[src/sv/crc8fu_pkg.sv]
// Package for the CRC-8 frame unpacker: item types, constants and the CRC byte update.
`default_nettype none

package crc8fu_pkg;

	// CRC-8 generator polynomial (x^8 + x^2 + x + 1) and start value.
	localparam logic [7:0] CRC_POLY = 8'h07;
	localparam logic [7:0] CRC_INIT = 8'h00;

	// One received byte and its frame marker.
	typedef struct packed {
		logic [7:0] rx_byte;
		logic       frame_start;
	} in_item_t;

	// One decoded frame.
	typedef struct packed {
		logic [7:0]  device_address;
		logic [7:0]  opcode;
		logic [7:0]  payload_length;
		logic [15:0] payload_value;
		logic        crc_ok;
		logic [7:0]  computed_crc;
	} out_item_t;

	// Frame event passed from the parser to the output stage.
	typedef struct packed {
		logic      fire;
		out_item_t res;
	} frame_evt_t;

	// Advance the CRC by one byte, most significant bit first.
	function automatic logic [7:0] crc8_update(input logic [7:0] crc, input logic [7:0] b);
		logic [7:0] c;
		c = crc ^ b;
		for (int k = 0; k < 8; k++) begin
			if (c[7]) begin
				c = {c[6:0], 1'b0} ^ CRC_POLY;
			end else begin
				c = {c[6:0], 1'b0};
			end
		end
		return c;
	endfunction

endpackage

`default_nettype wire

[src/sv/crc8fu_if.sv]
// Valid/ready channel interfaces for the input bytes and the decoded frames.
`default_nettype none

interface crc8fu_in_if;
	logic                  valid;
	logic                  ready;
	crc8fu_pkg::in_item_t  data;

	modport source (output valid, output data, input ready);
	modport sink (input valid, input data, output ready);
endinterface

interface crc8fu_out_if;
	logic                  valid;
	logic                  ready;
	crc8fu_pkg::out_item_t data;

	modport source (output valid, output data, input ready);
	modport sink (input valid, input data, output ready);
endinterface

`default_nettype wire

[src/sv/crc8_frame_unpacker_core.sv]
// Top level of the CRC-8 frame unpacker: parser and registered result stage.
//
//  channel  | dir | payload                                  | handshake
//  in_ch    | in  | rx_byte, frame_start                     | valid/ready
//  out_ch   | out | address, opcode, length, value, crc, ok  | valid/ready
//
// One byte is taken per cycle while ready; a CRC byte gives a result in the next cycle.
// Input ready is low only while a result waits in the output register and out_ch.ready is low.
// Reset returns the parser to waiting for an address byte and empties the output register.
// Throughput is set by the single-byte CRC update between the parser state registers.
`default_nettype none

module crc8_frame_unpacker_core (
	input  wire logic  clk,
	input  wire logic  arst_n,
	crc8fu_in_if.sink    in_ch,
	crc8fu_out_if.source out_ch
);

	logic                   accept;
	logic                   out_valid_q;
	crc8fu_pkg::out_item_t  out_data_q;
	crc8fu_pkg::frame_evt_t evt;

	// Take a byte whenever the output register is empty or being emptied.
	assign in_ch.ready = !out_valid_q || out_ch.ready;
	assign accept      = in_ch.valid && in_ch.ready;

	crc8fu_parser u_parser (
		.clk    (clk),
		.arst_n (arst_n),
		.accept (accept),
		.item   (in_ch.data),
		.evt    (evt)
	);

	// Result register: loaded by a completed frame, cleared by an output transfer.
	always_ff @(posedge clk or negedge arst_n) begin
		if (!arst_n) begin
			out_valid_q <= 1'b0;
		end else if (evt.fire) begin
			out_valid_q <= 1'b1;
		end else if (out_ch.ready) begin
			out_valid_q <= 1'b0;
		end
	end

	always_ff @(posedge clk) begin
		if (evt.fire) begin
			out_data_q <= evt.res;
		end
	end

	assign out_ch.valid = out_valid_q;
	assign out_ch.data  = out_data_q;

endmodule

`default_nettype wire

[src/sv/crc8fu_parser.sv]
// Frame parser: phase tracking, running CRC and held header fields.
`default_nettype none

module crc8fu_parser (
	input  wire logic                  clk,
	input  wire logic                  arst_n,
	input  wire logic                  accept,
	input  wire crc8fu_pkg::in_item_t  item,
	output crc8fu_pkg::frame_evt_t     evt
);

	typedef enum logic [2:0] {
		PH_ADDR,
		PH_OPCODE,
		PH_LENGTH,
		PH_PAYLOAD,
		PH_CRC
	} phase_t;

	phase_t      phase_q, phase_d;
	logic [7:0]  remaining_q, remaining_d;
	logic [7:0]  crc_q, crc_d;
	logic [7:0]  addr_q, addr_d;
	logic [7:0]  opcode_q, opcode_d;
	logic [7:0]  length_q, length_d;
	logic [15:0] last_two_q, last_two_d;
	logic [7:0]  crc_next;
	logic [7:0]  remaining_dec;

	assign crc_next      = crc8fu_pkg::crc8_update(crc_q, item.rx_byte);
	assign remaining_dec = remaining_q - 8'd1;

	// The result fields come straight from the held state; the CRC byte is compared here.
	always_comb begin
		evt.res.device_address = addr_q;
		evt.res.opcode         = opcode_q;
		evt.res.payload_length = length_q;
		evt.res.payload_value  = last_two_q;
		evt.res.crc_ok         = (crc_q == item.rx_byte);
		evt.res.computed_crc   = crc_q;
		evt.fire               = accept && !item.frame_start && (phase_q == PH_CRC);
	end

	// Next state for one accepted byte.
	always_comb begin
		phase_d     = phase_q;
		remaining_d = remaining_q;
		crc_d       = crc_q;
		addr_d      = addr_q;
		opcode_d    = opcode_q;
		length_d    = length_q;
		last_two_d  = last_two_q;
		if (item.frame_start || phase_q == PH_ADDR) begin
			// An address byte opens a new frame and drops any partial one.
			addr_d      = item.rx_byte;
			opcode_d    = '0;
			length_d    = '0;
			last_two_d  = '0;
			remaining_d = '0;
			crc_d       = crc8fu_pkg::crc8_update(crc8fu_pkg::CRC_INIT, item.rx_byte);
			phase_d     = PH_OPCODE;
		end else begin
			case (phase_q)
				PH_OPCODE: begin
					opcode_d = item.rx_byte;
					crc_d    = crc_next;
					phase_d  = PH_LENGTH;
				end
				PH_LENGTH: begin
					length_d    = item.rx_byte;
					remaining_d = item.rx_byte;
					last_two_d  = '0;
					crc_d       = crc_next;
					phase_d     = (item.rx_byte == 8'd0) ? PH_CRC : PH_PAYLOAD;
				end
				PH_PAYLOAD: begin
					last_two_d  = {last_two_q[7:0], item.rx_byte};
					crc_d       = crc_next;
					remaining_d = remaining_dec;
					if (remaining_dec == 8'd0) begin
						phase_d = PH_CRC;
					end
				end
				PH_CRC: begin
					phase_d     = PH_ADDR;
					remaining_d = '0;
				end
				default: begin
					addr_d      = item.rx_byte;
					opcode_d    = '0;
					length_d    = '0;
					last_two_d  = '0;
					remaining_d = '0;
					crc_d       = crc8fu_pkg::crc8_update(crc8fu_pkg::CRC_INIT, item.rx_byte);
					phase_d     = PH_OPCODE;
				end
			endcase
		end
	end

	// State registers, updated on each input transfer.
	always_ff @(posedge clk or negedge arst_n) begin
		if (!arst_n) begin
			phase_q     <= PH_ADDR;
			remaining_q <= '0;
			crc_q       <= '0;
			addr_q      <= '0;
			opcode_q    <= '0;
			length_q    <= '0;
			last_two_q  <= '0;
		end else if (accept) begin
			phase_q     <= phase_d;
			remaining_q <= remaining_d;
			crc_q       <= crc_d;
			addr_q      <= addr_d;
			opcode_q    <= opcode_d;
			length_q    <= length_d;
			last_two_q  <= last_two_d;
		end
	end

endmodule

`default_nettype wire

[src/flat_wrapper.sv]
// flat-port wrapper written by rule: the top's interface ports become plain ports
module crc8_frame_unpacker_core_flat 
  (clk, arst_n, in_ch_valid, in_ch_data, in_ch_ready, out_ch_valid, out_ch_data, out_ch_ready);
  crc8fu_in_if in_ch_i ();
  crc8fu_out_if out_ch_i ();
  input  wire logic clk;
  input  wire logic arst_n;
  input wire logic [$bits(in_ch_i.valid)-1:0] in_ch_valid;
  input wire logic [$bits(in_ch_i.data)-1:0] in_ch_data;
  output wire logic [$bits(in_ch_i.ready)-1:0] in_ch_ready;
  output wire logic [$bits(out_ch_i.valid)-1:0] out_ch_valid;
  output wire logic [$bits(out_ch_i.data)-1:0] out_ch_data;
  input wire logic [$bits(out_ch_i.ready)-1:0] out_ch_ready;
  assign in_ch_i.valid = in_ch_valid;
  assign in_ch_i.data = in_ch_data;
  assign in_ch_ready = in_ch_i.ready;
  assign out_ch_valid = out_ch_i.valid;
  assign out_ch_data = out_ch_i.data;
  assign out_ch_i.ready = out_ch_ready;
  crc8_frame_unpacker_core u_core (.clk(clk), .arst_n(arst_n), .in_ch(in_ch_i), .out_ch(out_ch_i));
endmodule
[config.mk]
export PLATFORM = sky130hd
export DESIGN_NAME = crc8_frame_unpacker_core_flat
export DESIGN_NICKNAME = d
export VERILOG_FILES = /design/src/sv/crc8fu_pkg.sv /design/src/sv/crc8fu_if.sv /design/src/sv/crc8_frame_unpacker_core.sv /design/src/sv/crc8fu_parser.sv /design/src/flat_wrapper.sv
export SDC_FILE = /design/constraint.sdc
export NUM_CORES = 1
export LEC_CHECK = 0
export BUFFER_PORTS_ARGS = -buffer_cell sky130_fd_sc_hd__buf_2
export CORE_ASPECT_RATIO = 2
export CORE_MARGIN = 10
export CORE_UTILIZATION = 55
export DETAILED_ROUTE_END_ITERATION = 10
export HOLD_SLACK_MARGIN = 0.02
export PLACE_DENSITY = 0.84
export RECOVER_POWER = 25
export SLEW_MARGIN = 20
export SYNTH_ARGS = -nofsm -noshare
export SYNTH_HDL_FRONTEND = slang
export SYNTH_SLANG_ARGS = --single-unit
[constraint.sdc]
create_clock -name clk -period 7.1 [get_ports clk]
set_clock_uncertainty 0.05 [all_clocks]
set_input_delay 1.42 -clock clk [delete_from_list [all_inputs] [get_ports clk]]
set_output_delay 1.42 -clock clk [all_outputs]
set_load 0.005 [all_outputs]
---- Word-level counts from Yosys, hierarchy flattened ----
Index checks and enable logic that the tools add are counted.
operators by class
  bitwise operators ....................... 24
  equality and inequality tests ........... 12
  $add $sub $neg .......................... 1
  reductions and logical operators ........ 23
  multiply operators ...................... 0
  shifts and indexed selects .............. 0
  div/mod/pow operators ................... 0
  mux-type cells .......................... 62
  order comparisons ....................... 0
operators by type and width
  kind                                                                     number
  8-bit two-way mux                                                        27
  3-bit two-way mux                                                        26
  3-bit inverter                                                           23
  8-bit case mux with 2 select lines                                       3
  16-bit case mux with 2 select lines                                      1
  8-bit case mux with 3 select lines                                       1
  8-bit zero test                                                          2
  16-bit two-way mux                                                       1
  2-bit AND reduction                                                      7
  3-bit case mux with 4 select lines                                       1
  2-bit by 1-bit inequality test with 1-bit output, second input constant  5
  3-bit OR reduction                                                       3
  8-bit == test                                                            1
  8-bit by 1-bit subtractor with 8-bit output, second input constant       1
  8-bit XOR                                                                1
  3-bit by 2-bit == test with 1-bit output, second input constant          2
  4-bit OR reduction                                                       1
  3-bit by 1-bit == test with 1-bit output, second input constant          1
  3-bit == test, second input constant                                     1
  1-bit logical AND                                                        3
  3-bit zero test                                                          1
  3-bit inequality test, second input constant                             1
  1-bit zero test                                                          2
  1-bit logical OR                                                         2
  other kinds (4)                                                          5
word-level totals
  memory bits (writable) .................. 0
  word-level logic and storage cells ...... 136
  memory bits (read-only) ................. 0
  latch bits .............................. 0
  register bits ........................... 109
  memories ................................ 0
  output and inout port bits .............. 51

---- Longest topological paths before layout ----
Gate-level depths: netlist (run 1).
  depth in word-level cells ............... 32
  gate-level depth with buffers ........... 8

---- Hierarchy ----
A second synthesis (run 1) with hierarchy kept.
unflattened totals
  cell total of the unflattened synthesis .. 430
  area total of the unflattened synthesis .. 4859.7 µm²
modules (own cells, without submodules)
  module                    cells an instance  area an instance (µm²)  instances  seq. area each (µm²)
  crc8fu_parser             377                3334.4                  1          1476.4
  crc8_frame_unpacker_core  53                 1525.2                  1          1496.4

---- Worst setup path after synthesis (run 1) ----
No wires, ideal clock.
  path kind ............................... input to register
  start point ............................. input port out_ch_ready
  end point ............................... register u_core.out_data_q, in the netlist u_core.out_ch.data[0], enable pin
  slack ................................... 1.200 ns
  stages on the path ...................... 4
  arrival time ............................ 5.335 ns
  required time ........................... 6.534 ns
  cells stage by stage .................... nand2b_1 nand2_1 clkbuf_1 nor3_1
RTL lines
  what                  line                            source
  start, declared       flat_wrapper.sv:13              input wire logic [$bits(out_ch_i.ready)-1:0] out_ch_ready;
  end signal, assigned  crc8_frame_unpacker_core.sv:50  out_data_q <= evt.res;
  end, declared         crc8_frame_unpacker_core.sv:22  crc8fu_pkg::out_item_t out_data_q;

==> flow_metrics.env, run 1 <==
export IMPL_status="complete, but fails checks"
export IMPL_violations="capacitance limit, slew limit"
export IMPL_wl_per_cell_um=19.5
export IMPL_cp_required_ns=6.77
export IMPL_crit_fanout=60
export IMPL_path_cells="buf_2 > clkbuf_1"
export IMPL_ios=64
export IMPL_htreeDepth=3
export IMPL_chipWidth_um=86.4
export IMPL_worst_ir_drop_vdd_mv=0.171
export IMPL_numCtsBuffers=9
export IMPL_clkTransAtPathRegs_ns=0.07
export IMPL_synth_area_leader_cell="dfrtp_1"
export IMPL_crit_path_start="arst_n"
export IMPL_slew_headroom=-1.19
export IMPL_worst_pin_slew_ns=3.28
export IMPL_reg2reg_setup_slack_ns=4.05
export IMPL_drv_cap=1
export IMPL_finalSetupTns_ns=0
export IMPL_area_growth_pct=13.3
export IMPL_cpLargestDelayFamily="buffers and inverters"
export IMPL_num_rows=48
export IMPL_arrival_ns=3.84
export IMPL_regArea_mm2=0.00297
export IMPL_p_leak_nw=2.31
export IMPL_combPwrFrac=0.270
export IMPL_crit_slowest_cell="clkbuf_1"
export IMPL_drive_gt1_frac=0.203
export IMPL_vias=3329
export IMPL_switching_share=0.326
export IMPL_max_stage_delay_ns=2.31
export IMPL_ctsLongestPathBuffers=2
export IMPL_grt_pass1_wl_mm=17.7
export IMPL_finalCritPeriodShare=0.587
export IMPL_grt_start_max_net_pins=61
export IMPL_viasPerCell=5.86
export IMPL_synth_cell_type_count=55
export IMPL_hpwl_mm=8.11
export IMPL_clock_fmax_mhz=240
export IMPL_p_sw_mw=0.595
export IMPL_cts_sinks=109
export IMPL_hold_slack_ns=0.394
export IMPL_syn_instance_count=411
export IMPL_r2r_start="u_core.u_parser.phase_q[0]"
export IMPL_wl_mm=11.1
export IMPL_n_antenna_cell=0
export IMPL_synth_seq_area_share=0.612
export IMPL_period_minus_slack_ns=4.17
export IMPL_die_y_um=153
export IMPL_ys_ff_latch=109
export IMPL_fin_cells=568
export IMPL_crit_path_end="u_core.u_parser.crc_q[0]"
export IMPL_worst_r2r_cell_count=3
export IMPL_cts_tree="done"
export IMPL_syn_num_nets=432
export IMPL_clk_latency_ns=0.35
export IMPL_dr_pass1_iters=4
export IMPL_grt_ovfl_total=0
export IMPL_avgSynthCellArea_um2=11.8
export IMPL_rsz0062_at_grt="no"
export IMPL_start_util=0.561
export IMPL_multiInputGateArea_mm2=0.00174
export IMPL_finalSetupViolations=0
export IMPL_cp_start_kind="input port"
export IMPL_synthTopCellsByArea="dfrtp_1 (31%), edfxtp_1 (30%), nand2_1 (4.6%), o21ai_1 (3.7%), xnor2_1 (3.2%)"
export IMPL_worstSetupPathType="in -> async"
export IMPL_end_kind="asynchronous set/reset pin"
export IMPL_p_int_mw=1.23
export IMPL_route_detailed_drc=0
export IMPL_postCtsSetupBuffers=0
export IMPL_gp_congestion=0.960
export IMPL_fill_cells=667
export IMPL_dieArea_mm2=0.0132
export IMPL_portBuffers=63
export IMPL_grt_usage=0.172
export IMPL_hold_buffers=0
export IMPL_synth_area_mm2=0.00485
export IMPL_synth_top_area_share=0.309
export IMPL_drt_iter0_drc=201
export IMPL_grt_pass1_vias=3509
export IMPL_cp_depth=2
export IMPL_cp_num_buf_inv=2
export IMPL_power_per_cell_area_mw_per_mm2=332
export IMPL_hold_viol=0
export IMPL_r2r_end="u_core.out_ch.data[7]"
export IMPL_seqPwrFrac=0.468
export IMPL_clockPowerShare=0.263
export IMPL_fin_nets=484
export IMPL_hold_path_class="reg -> reg"
export IMPL_grt_antenna_before_repair=0
export IMPL_root_buffer="clkbuf_16"
export IMPL_postRouteAntennaNets=0
export IMPL_dp_cells=552
export IMPL_core_area_mm2=0.00865
export IMPL_yosysWarnings=0
export IMPL_slew_viol_final=61
export IMPL_cts_resized=0
-- sequential cells by signal, summed over array words and instances, names as in the netlist --
name and flops:
u_core.u_parser.remaining_q 8, u_core.u_parser.crc_q 8, u_core.u_parser.addr_q 8, u_core.out_ch.data 49, u_core.u_parser.phase_q 3, u_core.u_parser.opcode_q 8, u_core.u_parser.length_q 8, u_core.u_parser.last_two_q 16
u_core.out_ch.valid 1
-- Yosys cell counts (all sizes together) --
| cell type | count |
|---|---|
| inv | 12 |
| o22ai | 1 |
| a211oi | 2 |
| a32o | 1 |
| xnor3 | 4 |
| a31o | 2 |
| a22o | 7 |
| o2111ai | 1 |
| o211ai | 1 |
| o2bb2ai | 1 |
| a41oi | 1 |
| xnor2 | 19 |
| nor3 | 11 |
| nand2b | 3 |
| mux2 | 10 |
| or4b | 1 |
| nor2b | 4 |
| nand3b | 1 |
| or3b | 2 |
| nand3 | 9 |
| o21a | 2 |
| dfrtp | 60 |
| nand2 | 60 |
| o31ai | 9 |
| and3 | 2 |
| nor4 | 2 |
| a21oi | 20 |
| and2 | 1 |
| a221oi | 1 |
| a22oi | 1 |
| or4 | 3 |
| or2 | 1 |
| a32oi | 1 |
| xor2 | 7 |
| clkbuf | 14 |
| o21ai | 38 |
| a31oi | 2 |
| ha | 8 |
| nor2 | 21 |
| buf | 10 |
| mux2i | 5 |
| o311ai | 1 |
| edfxtp | 49 |
-- layout by cell type (no fill, tap or decap), types with 3 or more instances in the layout --
cell / synthesis / routed
a21oi_1: 19 / 19
a22o_1: 7 / 7
buf_2: 7 / 63
clkbuf_16: 0 / 9
dfrtp_1: 60 / 60
edfxtp_1: 49 / 49
ha_1: 8 / 8
inv_1: 11 / 11
mux2_1: 8 / 8
mux2i_1: 5 / 5
nand2_1: 60 / 60
nand2b_1: 3 / 3
nand3_1: 9 / 9
nor2_1: 20 / 20
nor2b_1: 4 / 4
nor3_1: 10 / 9
o21ai_1: 36 / 36
o31ai_1: 8 / 8
xnor2_1: 18 / 18
xnor3_1: 4 / 4
xor2_1: 7 / 7
-- cell families after synthesis --
logic type | after synthesis | share of synthesized area
buffers and inverters | 36 | 0.0296
adders and majority gates | 8 | 0.0206
AOI/OAI and AO/OA | 92 | 0.122
DFF | 109 | 0.612
and+or+nand+nor | 121 | 0.115
xor gates and xnor gates | 30 | 0.0670
muxes | 15 | 0.0335
-- per-layer routing --
layer	GRT usage	up-vias	wire length (um)
li1	-	1563	-
met1	0.157	1627	3670
met2	0.305	108	6290
met3	0.0516	31	637
met4	0.120	0	447
met5	0	-	0
-- power by group through the flow --
stage / registers [mW] / logic, mW / clock network (mW)
floorplan: 0.814 / 0.416 / 0
global placement: 0.856 / 0.462 / 0
detailed placement: 0.864 / 0.485 / 0
CTS: 0.851 / 0.492 / 0.485
global route: 0.865 / 0.540 / 0.508
finish: 0.855 / 0.493 / 0.480
-- per-stage QoR --
| step | total power, mW | setup WS (ns) | area [um^2] | utilization |
|---|---|---|---|---|
| final | 1.83 | 2.93 | 5500 | 0.636 |
| after detailed placement | 1.35 | 3.18 | 5220 | 0.603 |
| after global routing | 1.91 | 2.36 | 5500 | 0.636 |
| after CTS | 1.83 | 3.56 | 5500 | 0.636 |
| after floorplan | 1.23 | 1.20 | 4850 | - |
| after global placement | 1.32 | 3.34 | 5220 | 0.603 |
-- how the worst min path moves through the flow --
stage | depth (start not counted) | from | to | slack (ns)
global route | 0 | u_core.u_parser.length_q[2] | u_core.out_ch.data[27] | 0.41
detailed placement | 0 | u_core.u_parser.last_two_q[11] | u_core.out_ch.data[20] | 0.38
CTS | 0 | u_core.u_parser.addr_q[2] | u_core.out_ch.data[43] | 0.39
global placement | 0 | u_core.u_parser.addr_q[7] | u_core.out_ch.data[48] | 0.38
finish | 0 | u_core.u_parser.addr_q[2] | u_core.out_ch.data[43] | 0.39
floorplan | 0 | u_core.u_parser.opcode_q[7] | u_core.out_ch.data[40] | 0.37
-- final cells by class --
| type | count | share of cell area |
|---|---|---|
| sequential | 109 | 0.540 |
| multi-input combinational | 266 | 0.317 |
| timing repair buffer | 65 | 0.0594 |
| clock buffer | 12 | 0.0466 |
| tap | 100 | 0.0227 |
| inverter | 12 | 0.00819 |
| clock inverter | 4 | 0.00569 |
Power figures use the tool's default switching activity.
==> inputs of run 2 (changes only) <==
- clock period: 7.1 -> 4.3 ns (I/O delays scaled with it)
==> run 2 against run 1 <==
Compared with the run above:
- worst setup slack worse by 1.3 ns
- combinational power up 67%
- clock power up 64%
- critical path type unchanged
- cell count unchanged
- non-clock buffer count unchanged
- flip-flop and latch count unchanged
- global-route usage down 0.36 points
- first-iteration DRC count up 45%
- worst hold slack better by 0.0053 ns
- the flow still finishes with violations (capacitance limit, slew limit)
- clock-buffer cell count unchanged
- design area up 0.11%
==> flow_metrics.env, run 2 (synthesis gave the netlist of run 1 again) <==
export IMPL_status="complete, but fails checks"
export IMPL_violations="capacitance limit, slew limit"
export IMPL_worstSetupPathType="in -> async"
export IMPL_grt_antenna_before_repair=0
export IMPL_clockPowerShare=0.261
export IMPL_ctsLongestPathBuffers=2
export IMPL_cp_required_ns=4.21
export IMPL_finalCritPeriodShare=0.614
export IMPL_hold_buffers=0
export IMPL_hold_slack_ns=0.399
export IMPL_place_area_mm2=0.00522
export IMPL_n_antenna_cell=0
export IMPL_wl_mm=10.7
export IMPL_finalSetupViolations=0
export IMPL_final_cell_mix="buf_2 (62), nand2_1 (60), dfrtp_1 (60)"
export IMPL_worst_ir_drop_vdd_mv=0.277
export IMPL_combPwrFrac=0.273
export IMPL_route_detailed_drc=0
export IMPL_cts_sinks=109
export IMPL_p_leak_nw=2.32
export IMPL_p_sw_mw=0.978
export IMPL_p_int_mw=2.04
export IMPL_wl_per_cell_um=18.9
export IMPL_grt_usage=0.168
export IMPL_ios=64
export IMPL_drive_gt1_frac=0.203
export IMPL_dieArea_mm2=0.0132
export IMPL_end_kind="asynchronous set/reset pin"
export IMPL_viasPerCell=5.93
export IMPL_p_total_mw=3.01
export IMPL_crit_path_start="arst_n"
export IMPL_rsz0062_at_grt="no"
export IMPL_grt_ovfl_total=0
export IMPL_postCtsSetupBuffers=0
export IMPL_arrival_ns=2.55
export IMPL_finalSetupTns_ns=0
export IMPL_numCtsBuffers=9
export IMPL_slew_viol_final=43
export IMPL_clock_fmax_mhz=379
export IMPL_seqPwrFrac=0.466
export IMPL_cp_depth=1
export IMPL_root_buffer="clkbuf_16"
export IMPL_num_rows=48
export IMPL_fin_nets=484
export IMPL_clkTransAtPathRegs_ns=0.07
export IMPL_area_growth_pct=13.4
export IMPL_die_y_um=153
export IMPL_grt_pass1_vias=3528
export IMPL_hold_viol=0
export IMPL_period_minus_slack_ns=2.64
export IMPL_setup_slack_ns=1.66
export IMPL_cts_resized=0
export IMPL_cp_start_kind="input port"
export IMPL_largest_reg_flops=49
export IMPL_final_common_cell="buf_2"
export IMPL_chipWidth_um=86.4
export IMPL_gp_congestion=0.915
export IMPL_crit_slowest_cell="clkbuf_1"
export IMPL_cp_num_buf_inv=1
export IMPL_finalInstanceArea_mm2=0.00551
export IMPL_dr_pass1_iters=5
export IMPL_slew_headroom=-0.588
export IMPL_drv_cap=1
export IMPL_grt_pass1_wl_mm=17.5
export IMPL_r2r_start="u_core.u_parser.remaining_q[0]"
export IMPL_fill_cells=674
export IMPL_clk_latency_ns=0.35
export IMPL_worstHoldPathCells=0
export IMPL_vias=3366
export IMPL_cpLargestDelayFamily="buffers and inverters"
export IMPL_postRouteAntennaNets=0
export IMPL_worst_pin_slew_ns=2.38
export IMPL_worst_r2r_cell_count=7
export IMPL_portBuffers=63
export IMPL_switching_share=0.324
export IMPL_crit_path_end="u_core.u_parser.crc_q[0]"
export IMPL_htreeDepth=3
export IMPL_power_per_cell_area_mw_per_mm2=547
export IMPL_hpwl_mm=7.78
export IMPL_core_area_mm2=0.00865
export IMPL_post_place_ws_ns=1.57
export IMPL_cts_tree="done"
export IMPL_r2r_end="u_core.u_parser.phase_q[2]"
export IMPL_start_util=0.561
export IMPL_max_stage_delay_ns=1.65
export IMPL_hold_path_class="reg -> reg"
export IMPL_reg2reg_setup_slack_ns=1.76
export IMPL_crit_fanout=42
export IMPL_grt_start_max_net_pins=50
export IMPL_path_cells="clkbuf_1"
export IMPL_drt_iter0_drc=291
==> run 2: power groups by stage <==
stage | clock, mW | combinational (mW) | sequential [mW]
floorplan | 0 | 0.687 | 1.34
global placement | 0 | 0.781 | 1.41
detailed placement | 0 | 0.813 | 1.42
CTS | 0.793 | 0.822 | 1.40
global route | 0.840 | 0.905 | 1.42
finish | 0.786 | 0.822 | 1.41
==> run 2: how the worst min path moves through the flow <==
stage	start	to	slack, ns
4_1_cts	u_core.u_parser.addr_q[7]	u_core.out_ch.data[48]	0.40
3_3_place_gp	u_core.u_parser.addr_q[7]	u_core.out_ch.data[48]	0.38
6_report	u_core.u_parser.length_q[4]	u_core.out_ch.data[29]	0.40
5_1_grt	u_core.u_parser.length_q[3]	u_core.out_ch.data[28]	0.42
3_5_place_dp	u_core.u_parser.addr_q[7]	u_core.out_ch.data[48]	0.38
2_1_floorplan	u_core.u_parser.opcode_q[7]	u_core.out_ch.data[40]	0.37
==> run 2: routing by layer <==
layer | wire length, um | GRT usage
met1 | 3710 | 0.168
met2 | 5820 | 0.289
met3 | 681 | 0.0357
met4 | 522 | 0.128
met5 | 0 | 0
==> run 2: worst reg2reg max path: stages, from the launching register on <==
cell,delay (ns)
dfrtp_1,0.47
inv_1,0.14
ha_1,0.33
or3b_4,0.45
or4_4,0.44
o2111ai_2,0.15
o21ai_2,0.12
a32o_2,0.28
==> run 2: cell type report <==
type	instances	area, um^2	share of cell area
clock buffer	12	256	0.0466
clock inverter	4	28.8	0.00523
inverter	12	45.0	0.00818
multi-input combinational	266	1750	0.318
sequential	109	2970	0.540
tap	100	125	0.0227
timing repair buffer	65	329	0.0598
==> run 2: metrics by stage <==
step | instances | utilization
3_5_place_dp | 552 | 0.604
2_1_floorplan | 411 | -
6_report | 568 | 0.637
5_1_grt | 568 | 0.637
3_3_place_gp | 552 | 0.604
4_1_cts | 568 | 0.637
==> inputs of run 3 (changes only) <==
- ABC_AREA: default -> 1
- CORE_UTILIZATION: 55 -> 52
- PLACE_DENSITY: 0.84 -> 0.83
- clock period: 4.3 -> 2.3 ns (I/O delays scaled with it)
==> run 3 against run 2 <==
Compared with the run above:
- the run now ends clean
- register-to-register slack worse by 1.4 ns
- utilization decreased by 1.9 points
- flip-flop and latch count did not move
- die area is 4.4% higher
- clock-buffer cell count decreased by 2
- sequential power is 66% higher
- total power up 66%
- via count grew 6.3%
- wire length fell by 1.7%
- first-iteration DRC count down 33%
- global-route usage shrank 0.50 points
- critical endpoint is now u_core.u_parser.addr_q[4]
- largest cell class unchanged
- largest power group unchanged
- highest routed layer unchanged
==> flow_metrics.env, run 3 <==
export IMPL_path_cells="inv_2 > a21oi_4 > inv_2 > a21oi_1 > or2_1 > o21ai_0"
export IMPL_grt_pass1_wl_mm=17.7
export IMPL_start_util=0.533
export IMPL_r2r_end="u_core.u_parser.addr_q[4]"
export IMPL_arrival_ns=2.10
export IMPL_grt_use_met2=0.283
export IMPL_synth_most_common_cell="nand2_1"
export IMPL_num_rows=49
export IMPL_synth_ff_type="dfrtp_1"
export IMPL_status="completed"
export IMPL_worst_pin_slew_ns=1.03
export IMPL_clock_fmax_mhz=514
export IMPL_die_y_um=156
export IMPL_cts_tree="done"
export IMPL_final_common_cell="nand2_1"
export IMPL_power_per_cell_area_mw_per_mm2=894
export IMPL_postCtsSetupBuffers=0
export IMPL_worstSetupPathType="reg -> reg"
export IMPL_vias=3578
export IMPL_slew_headroom=0.314
export IMPL_finalSetupTns_ns=0
export IMPL_grtUsageMet1=0.174
export IMPL_yosysWarnings=0
export IMPL_n_antenna_cell=0
export IMPL_clk_latency_ns=0.34
export IMPL_avgSynthCellArea_um2=10.1
export IMPL_clkTransAtPathRegs_ns=0.07
export IMPL_postRouteAntennaNets=0
export IMPL_worst_r2r_cell_count=6
export IMPL_p_leak_nw=2.48
export IMPL_max_stage_delay_ns=0.49
export IMPL_hold_path_class="in -> reg"
export IMPL_root_buffer="clkbuf_16"
export IMPL_synth_area_leader_cell="dfrtp_1"
export IMPL_wl_per_cell_um=16.2
export IMPL_synth_common_cells="nand2_1 (83), inv_1 (66), dfrtp_1 (60)"
export IMPL_grt_antenna_before_repair=0
export IMPL_setup_slack_ns=0.356
export IMPL_synth_area_mm2=0.00484
export IMPL_dp_cells=635
export IMPL_synth_edff_count=49
export IMPL_fin_nets=566
export IMPL_grt_pass1_vias=3681
export IMPL_dieArea_mm2=0.0138
export IMPL_end_kind="flop"
export IMPL_grt_start_max_net_pins=49
export IMPL_top_usage_layer="met2"
export IMPL_hpwl_mm=7.77
export IMPL_crit_fanout=16
export IMPL_largest_reg_flops=49
export IMPL_cpLargestDelayFamily="compound AO/OA/AOI/OAI gates"
export IMPL_synthTopCellsByArea="dfrtp_1 (31%), edfxtp_1 (30%), nand2_1 (6.4%), o21ai_0 (5.5%), inv_1 (5.1%)"
export IMPL_cp_depth=6
export IMPL_synth_async_reset_ratio=0.550
export IMPL_place_area_mm2=0.00528
export IMPL_rsz0062_at_grt="no"
export IMPL_grt_ovfl_total=0
export IMPL_dr_pass1_iters=5
export IMPL_numCtsBuffers=9
export IMPL_cp_start_kind="flop"
export IMPL_viasPerCell=5.49
export IMPL_drt_iter0_drc=196
export IMPL_cp_required_ns=2.45
export IMPL_crit_path_start="u_core.u_parser.phase_q[2]"
export IMPL_chipWidth_um=88.2
export IMPL_fin_cells=652
export IMPL_core_area_mm2=0.00907
export IMPL_wl_mm=10.6
export IMPL_finalSetupViolations=0
export IMPL_final_cell_mix="nand2_1 (83), inv_1 (66), buf_2 (62)"
export IMPL_portBuffers=63
export IMPL_ctsLongestPathBuffers=2
export IMPL_area_growth_pct=15.8
export IMPL_ys_ff_latch=109
export IMPL_grt_use_met3=0.0338
export IMPL_gp_congestion=0.905
export IMPL_synth_cell_type_count=31
export IMPL_drv_cap=0
export IMPL_drive_gt1_frac=0.165
export IMPL_route_detailed_drc=0
export IMPL_synth_top_area_share=0.310
export IMPL_grt_usage=0.163
export IMPL_hold_viol=0
export IMPL_slew_viol_final=0
export IMPL_cp_num_buf_inv=2
export IMPL_crit_slowest_cell="dfrtp_1"
export IMPL_htreeDepth=3
export IMPL_post_place_ws_ns=0.379
export IMPL_syn_num_nets=501
export IMPL_worst_ir_drop_vdd_mv=0.453
export IMPL_cp_common_cell="inv_2"
export IMPL_cts_sinks=109
export IMPL_period_minus_slack_ns=1.94
export IMPL_reg2reg_setup_slack_ns=0.36
export IMPL_crit_path_end="u_core.u_parser.addr_q[4]"
export IMPL_syn_instance_count=480
export IMPL_r2r_start="u_core.u_parser.phase_q[2]"
export IMPL_synth_seq_area_share=0.615
export IMPL_finalCritPeriodShare=0.845
export IMPL_ios=64
export IMPL_finalInstanceArea_mm2=0.00560
run 3: changes by cell type after synthesis, moves of 5 or more:
| cell | before | now |
|---|---|---|
| inv_1 | 11 | 66 |
| o21ai_0 | 1 | 53 |
| nand3_1 | 9 | 47 |
| o21ai_1 | 36 | 2 |
| nand2_1 | 60 | 83 |
| a21oi_1 | 19 | 11 |
| clkbuf_1 | 14 | 6 |
| mux2_1 | 8 | 0 |
| nand4_1 | 0 | 8 |
| o31ai_1 | 8 | 0 |
| a22o_1 | 7 | 0 |
| mux2i_1 | 5 | 0 |
run 3: cell families after synthesis:
| group | count (synthesis) | share of synthesized area |
|---|---|---|
| compound gates | 79 | 0.0887 |
| xor+xnor | 28 | 0.0507 |
| fa+ha+maj | 8 | 0.0207 |
| buf+inv | 87 | 0.0729 |
| flops | 109 | 0.615 |
| simple gates | 169 | 0.152 |
run 3: report_power, final:
part	switching [mW]	total [mW]	internal [mW]
Combinational	0.695	1.10	0.401
Sequential	0.138	2.34	2.21
Clock	0.703	1.57	0.867
Total	1.54	5.01	3.48
run 3: timing repair:
| action | CTS | global route |
|---|---|---|
| endpoints found under the hold margin | 16 | 0 |
| hold buffers | 1 | 0 |
| gates resized for setup | 0 | 0 |
run 3: worst min path at each step:
stage               depth (start not counted)  slack, ns     startpoint                             end
global placement                            1       0.36         arst_n  u_core.u_parser.remaining_q[5]
finish                                      4       0.38   out_ch_ready             u_core.out_ch.valid
CTS                                         4       0.37   out_ch_ready             u_core.out_ch.valid
floorplan                                   0       0.11         arst_n             u_core.out_ch.valid
global route                                3       0.41  in_ch_data[2]     u_core.u_parser.opcode_q[1]
detailed placement                          1       0.36         arst_n  u_core.u_parser.remaining_q[5]
run 3: cell type report:
type | instances | area (um^2)
fillers | 747 | 3470
flip-flops and latches | 109 | 2970
multi-input cells | 284 | 1530
repair buffers | 71 | 402
inverters | 70 | 263
clock buffers | 10 | 229
well taps | 102 | 128
clock inverters | 6 | 83.8
run 3: layer usage:
metal / share of wire / wire length (um)
met4: 0.042 / 447
met3: 0.058 / 607
met1: 0.37 / 3910
met2: 0.53 / 5580
met5: 0 / 0
run 3: metrics by stage:
stage	utilization	total power, mW	hold slack, ns
final	0.617	5.01	0.377
after global routing	0.617	5.28	0.409
after CTS	0.618	5.02	0.374
after detailed placement	0.582	3.46	0.363
after global placement	0.582	3.41	0.356
after floorplan	-	3.18	0.114
run 3: worst min-delay path, cell delays in order:
cell,delay [ns]
buf_2,0.07
inv_1,0.03
nand2_1,0.08
o21ai_0,0.09
